[src/rtl/kli_pkg.sv]
// Shared constants for the knot table linear interpolator: widths, word layouts, codes.
package kli_pkg;

	// Fixed-point format of every value field
	localparam int DATA_W    = 32;
	localparam int FRAC_BITS = 16;

	// 1.0 in the value format, one bit wider so it compares against signed sums
	localparam logic signed [DATA_W:0] ONE_EXT =
		{{(DATA_W - FRAC_BITS){1'b0}}, 1'b1, {FRAC_BITS{1'b0}}};
	localparam logic [DATA_W-1:0] ONE = ONE_EXT[DATA_W-1:0];

	// Field widths fixed by the word format
	localparam int IDX_W   = 4;
	localparam int COUNT_W = 5;

	// Input word layout (tdata), lowest bit first
	localparam int TD_IDX_LSB  = 0;
	localparam int TD_X_LSB    = TD_IDX_LSB + IDX_W;
	localparam int TD_Y_LSB    = TD_X_LSB + DATA_W;
	localparam int TD_S_LSB    = TD_Y_LSB + DATA_W;
	localparam int IN_TDATA_W  = ((TD_S_LSB + DATA_W + 7) / 8) * 8;
	localparam int IN_TUSER_W  = 2;
	localparam int IN_USER_CMD = 0;
	localparam int IN_USER_NAN = 1;

	// Output word layout
	localparam int OUT_TDATA_W   = DATA_W;
	localparam int OUT_TUSER_W   = 2;
	localparam int OUT_USER_NAN  = 0;
	localparam int OUT_USER_CLMP = 1;

	// Commands
	localparam logic CMD_LOAD    = 1'b0;
	localparam logic CMD_CONVERT = 1'b1;

	// Serial divider: one quotient bit per cycle
	localparam int DIV_STEPS = DATA_W;
	localparam int DIV_CW    = $clog2(DIV_STEPS);

endpackage

[src/rtl/kli_div.sv]
// Bit-serial restoring divider: 64-bit dividend by 32-bit divisor, 32-bit quotient.
module kli_div
	import kli_pkg::*;
(
	input  logic                  clk,
	input  logic                  arst_n,
	input  logic                  start,
	input  logic [2*DATA_W-1:0]   dividend,
	input  logic [DATA_W-1:0]     divisor,
	output logic [DATA_W-1:0]     quotient,
	output logic                  done
);

	logic                busy_q;
	logic                done_q;
	logic [DIV_CW-1:0]   cnt_q;
	logic [DATA_W-1:0]   rem_q;
	logic [DATA_W-1:0]   low_q;
	logic [DATA_W-1:0]   dsr_q;
	logic [DATA_W-1:0]   quo_q;
	logic [DATA_W:0]     partial;
	logic [DATA_W+1:0]   trial;
	logic                ge;
	logic [DATA_W-1:0]   rem_next;

	// One trial subtract per cycle; remainder stays below the divisor
	// because the quotient is known to fit in DATA_W bits
	assign partial  = {rem_q, low_q[DATA_W-1]};
	assign trial    = {1'b0, partial} - {2'b00, dsr_q};
	assign ge       = ~trial[DATA_W+1];
	assign rem_next = ge ? trial[DATA_W-1:0] : partial[DATA_W-1:0];

	// Step counter and done pulse
	always_ff @(posedge clk or negedge arst_n) begin
		if (!arst_n) begin
			busy_q <= 1'b0;
			done_q <= 1'b0;
			cnt_q  <= '0;
		end else begin
			done_q <= 1'b0;
			if (start) begin
				busy_q <= 1'b1;
				cnt_q  <= '0;
			end else if (busy_q) begin
				cnt_q <= cnt_q + 1'b1;
				if (cnt_q == DIV_CW'(DIV_STEPS - 1)) begin
					busy_q <= 1'b0;
					done_q <= 1'b1;
				end
			end
		end
	end

	// Remainder and quotient shift registers
	always_ff @(posedge clk) begin
		if (start) begin
			rem_q <= dividend[2*DATA_W-1:DATA_W];
			low_q <= dividend[DATA_W-1:0];
			dsr_q <= divisor;
			quo_q <= '0;
		end else if (busy_q) begin
			rem_q <= rem_next;
			low_q <= {low_q[DATA_W-2:0], 1'b0};
			quo_q <= {quo_q[DATA_W-2:0], ge};
		end
	end

	assign quotient = quo_q;
	assign done     = done_q;

endmodule

[src/rtl/knot_table_linear_interpolator_top.sv]
// Top level of the knot table linear interpolator: knot store, scan sequencer, output register.
//
//  channel   direction  words                          handshake
//  s_axis    in         load knot / convert sample     tvalid, tready
//  m_axis    out        interpolated value + flags     tvalid, tready
//  cfg       in         knot_count (5 bits)            valid, ready
//
// A load word writes one knot to the store. A convert word scans up to knot k,
// k being the index of the first knot at or above the sample: the scan reads the knot
// store through its single read port one knot a cycle, then a serial divider gives
// one quotient bit a cycle. Boundary results skip the divider; NaN skips the scan too.
// Reset clears the sequencer and sets knot_count to 2; the knot store is not cleared.
// A result stalled at m_axis holds the sequencer in its last step.
module knot_table_linear_interpolator_top
	import kli_pkg::*;
#(
	parameter int MAX_KNOTS = 16
)
(
	input  logic                    clk,
	input  logic                    arst_n,
	input  logic                    s_axis_tvalid,
	output logic                    s_axis_tready,
	// knot_index, knot_x, knot_y, sample, zero padding
	input  logic [IN_TDATA_W-1:0]   s_axis_tdata,
	// command, sample_is_nan
	input  logic [IN_TUSER_W-1:0]   s_axis_tuser,
	output logic                    m_axis_tvalid,
	input  logic                    m_axis_tready,
	// scaled_value
	output logic [OUT_TDATA_W-1:0]  m_axis_tdata,
	// result_is_nan, was_clamped
	output logic [OUT_TUSER_W-1:0]  m_axis_tuser,
	input  logic                    cfg_valid,
	output logic                    cfg_ready,
	input  logic [COUNT_W-1:0]      cfg_data
);

	localparam int AW = $clog2(MAX_KNOTS);
	localparam int CW = AW + 1;

	localparam logic [2:0] ST_IDLE   = 3'd0;
	localparam logic [2:0] ST_SCAN   = 3'd1;
	localparam logic [2:0] ST_MUL    = 3'd2;
	localparam logic [2:0] ST_DSTART = 3'd3;
	localparam logic [2:0] ST_DWAIT  = 3'd4;
	localparam logic [2:0] ST_OUT    = 3'd5;

	logic [2:0]                 state_q;
	logic [COUNT_W-1:0]         knot_count_q;
	logic [CW-1:0]              cnt_q;
	logic                       m_valid_q;
	logic [OUT_TDATA_W-1:0]     m_data_q;
	logic [OUT_TUSER_W-1:0]     m_user_q;

	logic [2*DATA_W-1:0]        mem [MAX_KNOTS];
	logic [2*DATA_W-1:0]        rd_q;
	logic [AW-1:0]              rd_addr;
	logic [AW-1:0]              wr_addr;
	logic                       wr_en;

	logic                       in_acc;
	logic                       in_cmd;
	logic                       in_nan;
	logic [IDX_W-1:0]           in_idx;
	logic [31:0]                idx_ext;
	logic [DATA_W-1:0]          in_x;
	logic [DATA_W-1:0]          in_y;
	logic signed [DATA_W-1:0]   in_sample;

	logic [31:0]                kc_ext;
	logic [31:0]                n_eff;
	logic [CW-1:0]              n_last;
	logic [CW-1:0]              k;
	logic                       have;
	logic                       hit;
	logic                       at_last;

	logic signed [DATA_W-1:0]   sample_q;
	logic signed [DATA_W-1:0]   prev_x_q;
	logic signed [DATA_W-1:0]   prev_y_q;
	logic signed [DATA_W-1:0]   cur_x;
	logic signed [DATA_W-1:0]   cur_y;
	logic signed [DATA_W:0]     u_full;
	logic signed [DATA_W:0]     dx_full;
	logic signed [DATA_W:0]     dy_full;
	logic signed [DATA_W:0]     mag_full;
	logic [DATA_W-1:0]          u_q;
	logic [DATA_W-1:0]          dx_q;
	logic [DATA_W-1:0]          mag_q;
	logic                       neg_q;
	logic [2*DATA_W-1:0]        prod_q;
	logic signed [DATA_W:0]     res_q;
	logic signed [DATA_W:0]     res_calc;
	logic                       nan_q;
	logic                       over;
	logic                       slot_free;

	logic                       div_start;
	logic                       div_done;
	logic [DATA_W-1:0]          quotient;

	// Input word unpacking
	assign in_acc    = s_axis_tvalid & s_axis_tready;
	assign in_cmd    = s_axis_tuser[IN_USER_CMD];
	assign in_nan    = s_axis_tuser[IN_USER_NAN];
	assign in_idx    = s_axis_tdata[TD_IDX_LSB +: IDX_W];
	assign in_x      = s_axis_tdata[TD_X_LSB +: DATA_W];
	assign in_y      = s_axis_tdata[TD_Y_LSB +: DATA_W];
	assign in_sample = s_axis_tdata[TD_S_LSB +: DATA_W];

	assign s_axis_tready = (state_q == ST_IDLE);
	assign cfg_ready     = 1'b1;

	// Knot store write: indexes past the table are dropped
	assign idx_ext = 32'(in_idx);
	assign wr_addr = idx_ext[AW-1:0];
	assign wr_en   = in_acc && (in_cmd == CMD_LOAD) && (idx_ext < 32'(MAX_KNOTS));
	assign rd_addr = cnt_q[AW-1:0];

	// Knot store: y in the upper half, x in the lower, registered read
	always_ff @(posedge clk) begin
		if (wr_en)
			mem[wr_addr] <= {in_y, in_x};
		rd_q <= mem[rd_addr];
	end

	assign cur_x = rd_q[DATA_W-1:0];
	assign cur_y = rd_q[2*DATA_W-1:DATA_W];

	// Knots in use, held to the range 2..MAX_KNOTS
	assign kc_ext = 32'(knot_count_q);
	assign n_eff  = (kc_ext < 32'd2) ? 32'd2 :
	                (kc_ext > 32'(MAX_KNOTS)) ? 32'(MAX_KNOTS) : kc_ext;
	assign n_last = CW'(n_eff - 32'd1);

	// Scan: read data lags the address by the read register
	assign have    = (cnt_q != '0);
	assign k       = cnt_q - 1'b1;
	assign hit     = (cur_x >= sample_q);
	assign at_last = (k == n_last);

	// Segment differences against the previous knot
	assign u_full   = {sample_q[DATA_W-1], sample_q} - {prev_x_q[DATA_W-1], prev_x_q};
	assign dx_full  = {cur_x[DATA_W-1], cur_x} - {prev_x_q[DATA_W-1], prev_x_q};
	assign dy_full  = {cur_y[DATA_W-1], cur_y} - {prev_y_q[DATA_W-1], prev_y_q};
	assign mag_full = dy_full[DATA_W] ? -dy_full : dy_full;

	// y0 moved by the quotient towards y1
	assign res_calc = neg_q ? ({prev_y_q[DATA_W-1], prev_y_q} - {1'b0, quotient})
	                        : ({prev_y_q[DATA_W-1], prev_y_q} + {1'b0, quotient});

	assign over      = !nan_q && (res_q > ONE_EXT);
	assign slot_free = !m_valid_q || m_axis_tready;
	assign div_start = (state_q == ST_DSTART);

	// Sequencer and control registers
	always_ff @(posedge clk or negedge arst_n) begin
		if (!arst_n) begin
			state_q      <= ST_IDLE;
			cnt_q        <= '0;
			knot_count_q <= COUNT_W'(2);
			m_valid_q    <= 1'b0;
		end else begin
			if (cfg_valid && cfg_ready)
				knot_count_q <= cfg_data;
			// Result word posted from the last step, held until taken
			m_valid_q <= ((state_q == ST_OUT) && slot_free) || (m_valid_q && !m_axis_tready);
			case (state_q)
				ST_IDLE: begin
					cnt_q <= '0;
					if (in_acc && (in_cmd == CMD_CONVERT))
						state_q <= in_nan ? ST_OUT : ST_SCAN;
				end
				ST_SCAN: begin
					cnt_q <= cnt_q + 1'b1;
					if (have) begin
						if (hit)
							state_q <= (k == '0) ? ST_OUT : ST_MUL;
						else if (at_last)
							state_q <= ST_OUT;
					end
				end
				ST_MUL:    state_q <= ST_DSTART;
				ST_DSTART: state_q <= ST_DWAIT;
				ST_DWAIT: begin
					if (div_done)
						state_q <= ST_OUT;
				end
				ST_OUT: begin
					if (slot_free)
						state_q <= ST_IDLE;
				end
				default: state_q <= ST_IDLE;
			endcase
		end
	end

	// Datapath registers
	always_ff @(posedge clk) begin
		case (state_q)
			ST_IDLE: begin
				if (in_acc && (in_cmd == CMD_CONVERT)) begin
					sample_q <= in_sample;
					nan_q    <= in_nan;
					res_q    <= '0;
				end
			end
			ST_SCAN: begin
				if (have) begin
					if (hit && (k != '0)) begin
						u_q   <= u_full[DATA_W-1:0];
						dx_q  <= dx_full[DATA_W-1:0];
						mag_q <= mag_full[DATA_W-1:0];
						neg_q <= dy_full[DATA_W];
					end else if (hit || at_last) begin
						res_q <= {cur_y[DATA_W-1], cur_y};
					end else begin
						prev_x_q <= cur_x;
						prev_y_q <= cur_y;
					end
				end
			end
			ST_MUL: prod_q <= u_q * mag_q;
			ST_DWAIT: begin
				if (div_done)
					res_q <= res_calc;
			end
			ST_OUT: begin
				if (slot_free) begin
					m_data_q                <= over ? ONE : res_q[DATA_W-1:0];
					m_user_q[OUT_USER_NAN]  <= nan_q;
					m_user_q[OUT_USER_CLMP] <= over;
				end
			end
			default: ;
		endcase
	end

	kli_div u_div (
		.clk      (clk),
		.arst_n   (arst_n),
		.start    (div_start),
		.dividend (prod_q),
		.divisor  (dx_q),
		.quotient (quotient),
		.done     (div_done)
	);

	assign m_axis_tvalid = m_valid_q;
	assign m_axis_tdata  = m_data_q;
	assign m_axis_tuser  = m_user_q;

endmodule

[config.mk]
export PLATFORM = sky130hd
export DESIGN_NAME = knot_table_linear_interpolator_top
export DESIGN_NICKNAME = d
export VERILOG_FILES = /design/src/rtl/kli_pkg.sv /design/src/rtl/kli_div.sv /design/src/rtl/knot_table_linear_interpolator_top.sv
export SDC_FILE = /design/constraint.sdc
export NUM_CORES = 2
export LEC_CHECK = 0
export ABC_AREA = 1
export CAP_MARGIN = 5
export CORE_MARGIN = 2
export CORE_UTILIZATION = 30
export CTS_CLUSTER_SIZE = 10
export DETAILED_ROUTE_END_ITERATION = 6
export DONT_BUFFER_PORTS = 1
export PLACE_DENSITY_LB_ADDON = 0.12
export SLEW_MARGIN = 20
export SYNTH_ARGS = -nofsm -noshare
export SYNTH_HDL_FRONTEND = slang
export SYNTH_SLANG_ARGS = --single-unit
[constraint.sdc]
create_clock -name clk -period 19.4 [get_ports clk]
set_input_delay 0.97 -clock clk [delete_from_list [all_inputs] [get_ports clk]]
set_output_delay 0.97 -clock clk [all_outputs]
set_load 0.05 [all_outputs]
Word level (Yosys, flattened, before mapping)
Memories as Yosys holds them, arrays and structs flattened. A register that Yosys moved wholly into a read port is not among the register bits. Cells that the tools add are included.

Equality and inequality tests: 14. Order comparisons: 5. Multipliers: 1. $add $sub $neg: 11. Multiplexer cells: 35. Reductions and logical operators: 26. Bitwise operators: 5.

Operators with widths (count): $mux W33 (6); $mux W32 (6); $pmux W33 S3 (1); $mul A32 B32 Y64 (1); $sub A32 B32 Y32 (2); $sub A33 B32 Y34 (1); $add A33 B32 Y33 (1); $gt A33 B18 Y1 const B (1); $sub A32 B32 Y33 (1); $sub A33 B32 Y33 (1); $ge A32 B32 Y1 (1); $neg A32 Y32 (1); $mux W3 (8); $mux W5 (4); $pmux W3 S6 (1); $add A5 B1 Y5 const B (2); $pmux W5 S2 (1); $reduce_bool A5 Y1 (2); $sub A5 B1 Y5 const B (2); $mux W1 (8); $ne A2 B2 Y1 const B (4); $logic_and A1 B1 Y1 (7); $eq A3 B2 Y1 const B (2); $eq A3 B3 Y1 const B (2); 21 further kinds (31).

Memories kept: 1. Word-level logic and storage cells: 121. Output and inout bits: 37. Input bits: 116. Bits in registers: 474. Bits in writable memories: 1024.

Memory list: mem (words 16, width 64, read ports 1, clocked after Yosys merged registers in 1, wr ports 1, line knot_table_linear_interpolator_top.sv:56) `logic [2*DATA_W-1:0] mem [MAX_KNOTS];`.

Logic depth before layout (Yosys ltp)
Depth in word-level cells: 10. Depth in mapped cells: 30.

Modules after synthesis
From an unflattened synthesis, not the netlist that was laid out.

Cell total of the unflattened synthesis: 10870. Area, all modules: 104476.5 um2.

Modules (own cells, without submodules): knot_table_linear_interpolator_top (instances 1, seq. area each 42141.7 um2, area an instance 96342.4 um2, cells an instance 9789); kli_div (instances 1, seq. area each 3698.5 um2, area an instance 8134.1 um2, cells an instance 1081).

Worst setup path after synthesis
No wires, ideal clock.

Path kind: reg-to-reg. Start: reg cnt_q[0]. End: reg dx_q[0] (enable). Setup slack: 12633 ps. Data arrival time: 6213 ps. Stages on the path, launching flop included: 12. Cells stage by stage: dfrtp_1 buf_2 inv_1 clkbuf_1 clkbuf_1 clkbuf_1 ha_1 nand2_1 xor2_1 nand4_1 nand3_1 nor2_1.

Cells in the longest elaborated chain, start to end: 4.

Ends and longest elaborated chain: start: declaration (line knot_table_linear_interpolator_top.sv:51) `logic [CW-1:0] cnt_q;`; start signal: assignment (line knot_table_linear_interpolator_top.sv:176) `cnt_q <= cnt_q + 1'b1;`; $sub A5 B1 Y5 (line knot_table_linear_interpolator_top.sv:139) `assign k = cnt_q - 1'b1;`; $reduce_bool A5 Y1 (line knot_table_linear_interpolator_top.sv:211) `if (hit && (k != '0)) begin`; $logic_and A1 B1 Y1 (line knot_table_linear_interpolator_top.sv:211); $reduce_and A3 Y1 (no source line) (*); end signal: assignment (line knot_table_linear_interpolator_top.sv:213) `dx_q <= dx_full[DATA_W-1:0];`; end: declaration (line knot_table_linear_interpolator_top.sv:89) `logic [DATA_W-1:0] dx_q;`.

Mark *: on every way between the ends. The rest lies on a longest branch, timed or not. A chain may end at the register's enable or synchronous reset.

Worst setup path after layout
Start: reg u_q[18]. End: reg prod_q[63], data pin.

Cells in the longest elaborated chain, start to end: 1.

Ends and longest elaborated chain: start: declaration (line knot_table_linear_interpolator_top.sv:88) `logic [DATA_W-1:0] u_q;`; start signal: assignment (line knot_table_linear_interpolator_top.sv:212) `u_q <= u_full[DATA_W-1:0];`; $mul A32 B32 Y64 (line knot_table_linear_interpolator_top.sv:224) `ST_MUL: prod_q <= u_q * mag_q;`; end signal: assignment (line knot_table_linear_interpolator_top.sv:224); end: declaration (line knot_table_linear_interpolator_top.sv:92) `logic [2*DATA_W-1:0] prod_q;`.

No other way between the ends.

==> impl_metrics.env <==
export IMPL_max_freq_ghz=0.123
export IMPL_vias=71600
export IMPL_maxCapViolCount=0
export IMPL_worstPathRequired_ns=19.97
export IMPL_vias_per_cell=4.74
export IMPL_slew_headroom_pct=25.1
export IMPL_crit_path_max_fanout=20
export IMPL_finalMaxSlewViolations=0
export IMPL_numCtsBuffers=193
export IMPL_post_cts_buffers=0
export IMPL_end_kind="register"
export IMPL_yosysMostFrequentCell="nand2_1"
export IMPL_setup_violations=0
export IMPL_async_flop_share_pct=1.34
export IMPL_design_core_area_mm2=0.343
export IMPL_grt_max_degree=145
export IMPL_critPathKind="reg -> reg"
export IMPL_synth_common_cells="2107 x nand2_1, 2033 x inv_1, 1445 x edfxtp_1"
export IMPL_slowest_stage="edfxtp_1"
export IMPL_root_buffer="clkbuf_16"
export IMPL_syn_inst=10500
export IMPL_track_usage_pct=18.3
export IMPL_fin_nets=11900
export IMPL_fin_tns_setup_ns=0
export IMPL_gp_congestion=0.877
export IMPL_cts_sinks=1562
export IMPL_grt_overflow_total=0
export IMPL_ioPinCount=153
export IMPL_port_buffers=0
export IMPL_period_needed_ns=8.15
export IMPL_routedWlPerCell_um=21.2
export IMPL_cts_resized=0
export IMPL_yosys_area_top_type="edfxtp_1"
export IMPL_fillers=35200
export IMPL_grt_pass1_wl_um=483000
export IMPL_critPathMaxStageDelay_ns=0.97
export IMPL_ys_ff_latch=1562
export IMPL_hold_viol=0
export IMPL_ys_types=66
export IMPL_start_util_pct=30.1
export IMPL_skew_ns=0.113
export IMPL_detail_route_iter0_violations=5084
export IMPL_worst_hold_slack_ns=0.151
export IMPL_num_rows=215
export IMPL_antenna_found_initial=17
export IMPL_syn_to_final_growth_pct=10.5
export IMPL_cp_top_family="adder cells"
export IMPL_cp_num_buf_inv=4
export IMPL_first_global_vias=75300
export IMPL_min_path_type="in -> reg"
export IMPL_dp_cells=14800
export IMPL_synth_area_mm2=0.103
export IMPL_dr_pass1_iters=6
export IMPL_dp_hpwl_um=215000
export IMPL_die_x_um=591
export IMPL_synthFlopType="edfxtp_1"
export IMPL_cts_buffer_depth=4
export IMPL_synth_avg_cell_area_um2=9.80
export IMPL_yosysWarningCount=0
export IMPL_critPathArrivalTime_ns=8.71
export IMPL_ctsHoldBuffers=2
export IMPL_post_route_period_util_pct=42.0
export IMPL_htreeDepth=4
export IMPL_drive_above_1_share_pct=4.40
export IMPL_synth_sequential_area_ratio_pct=44.4
export IMPL_fin_cells=15100
export IMPL_outcome="finished clean"
export IMPL_totalWireLength_um=320000
export IMPL_postRouteAntennaNets=0
export IMPL_die_h_um=591
export IMPL_ys_top_cells_by_area="edfxtp_1 42%, fa_1 17%, nand2_1 7.7%"
export IMPL_drc=0
export IMPL_clk_latency_ns=0.90
export IMPL_synth_nets=12000
export IMPL_worst_pin_slew_ns=1.12
export IMPL_critPathLaunchType="register"
export IMPL_path_common_cell="fa_1"
export IMPL_rsz0062_at_grt="no"
export IMPL_die_area_mm2=0.349
export IMPL_synth_top_area_share_pct=42.0
export IMPL_cts_tree="built"
export IMPL_synth_edff_count=1445
export IMPL_clk_pin_slew_worst_paths_ns=0.06
cell type report:
type,count,area [um^2],area share [%]
Clock inverter,27,223,0.195
Timing Repair Buffer,136,1070,0.941
Clock buffer,291,5290,4.64
Sequential cell,1562,45900,40.2
Inverter,2044,7690,6.75
Multi-Input combinational cell,6486,48200,42.2
Antenna cell,4,10.0,0.00878
Tap cell,4557,5700,5.00
layer usage:
layer  wire, um  GRT usage, %  part of all wire (%)  vias to the layer above
li1           -             -                     -                    33500
met1     142000          24.3                    45                    36300
met2     157000          31.8                    49                     1427
met3      13400          2.26                   4.2                      355
met4       7130          4.21                   2.2                        0
met5          0             0                     0                        -
placed cells by master (no fill, tap or decap), drive strengths merged, types with 3 or more instances in the layout:
cell type	n
a211oi	5
a21boi	10
a21o	22
a21oi	281
a22oi	33
a31oi	41
and2	6
and3	3
buf	135
clkbuf	291
clkinv	23
dfrtp	20
dfxtp	96
diode	4
edfxtp	1445
fa	901
ha	462
inv	2047
nand2	2124
nand3	250
nand3b	10
nand4	44
nor2	903
nor3	46
nor4	18
o211ai	40
o21a	17
o21ai	745
o21bai	16
o221ai	107
o22ai	160
o31ai	3
o41ai	3
or2	7
xnor2	72
xor2	145
state kept, by name, summed over array words and instances, names as in the netlist, 33 cells and up:
name    cells
mem      1024
prod_q     64
rd_q       64
res_q      33
path summary, 6_finish.rpt:
path	from	to	slack, ns	depth (start not counted)
min in group asynchronous	arst_n	knot_count_q[0]	0.50	2
worst max register to register	u_q[18]	prod_q[63]	11.25	25
worst min-delay path	cfg_valid	knot_count_q[1]	0.15	1
worst min register to register	dx_q[23]	u_div.dsr_q[23]	0.42	0
worst max-delay path	u_q[18]	prod_q[63]	11.25	25
max in group asynchronous	arst_n	u_div.cnt_q[0]	18.63	2
through the flow:
step	setup slack (ns)	utilization (%)	instance area, um^2
floorplan	12.63	-	103000
global placement	11.26	31.6	108000
detailed placement	11.28	31.6	108000
CTS	11.23	33.3	114000
global route	10.90	33.3	114000
finish	11.25	33.3	114000
cells by family after synthesis:
family,after synthesis,share of synthesized area (%)
AOI/OAI and AO/OA,1491,8.29
xor gates and xnor gates,217,1.92
adders and majority gates,1363,23.1
buffers and inverters,2487,9.11
DFF,1562,44.4
muxes,1,0.00970
other,1,0.00363
and+or+nand+nor,3413,13.2
Power is left out: the tool's default activity adds up to more than one toggle a clock period on the data nets, which glitch-free logic cannot reach.
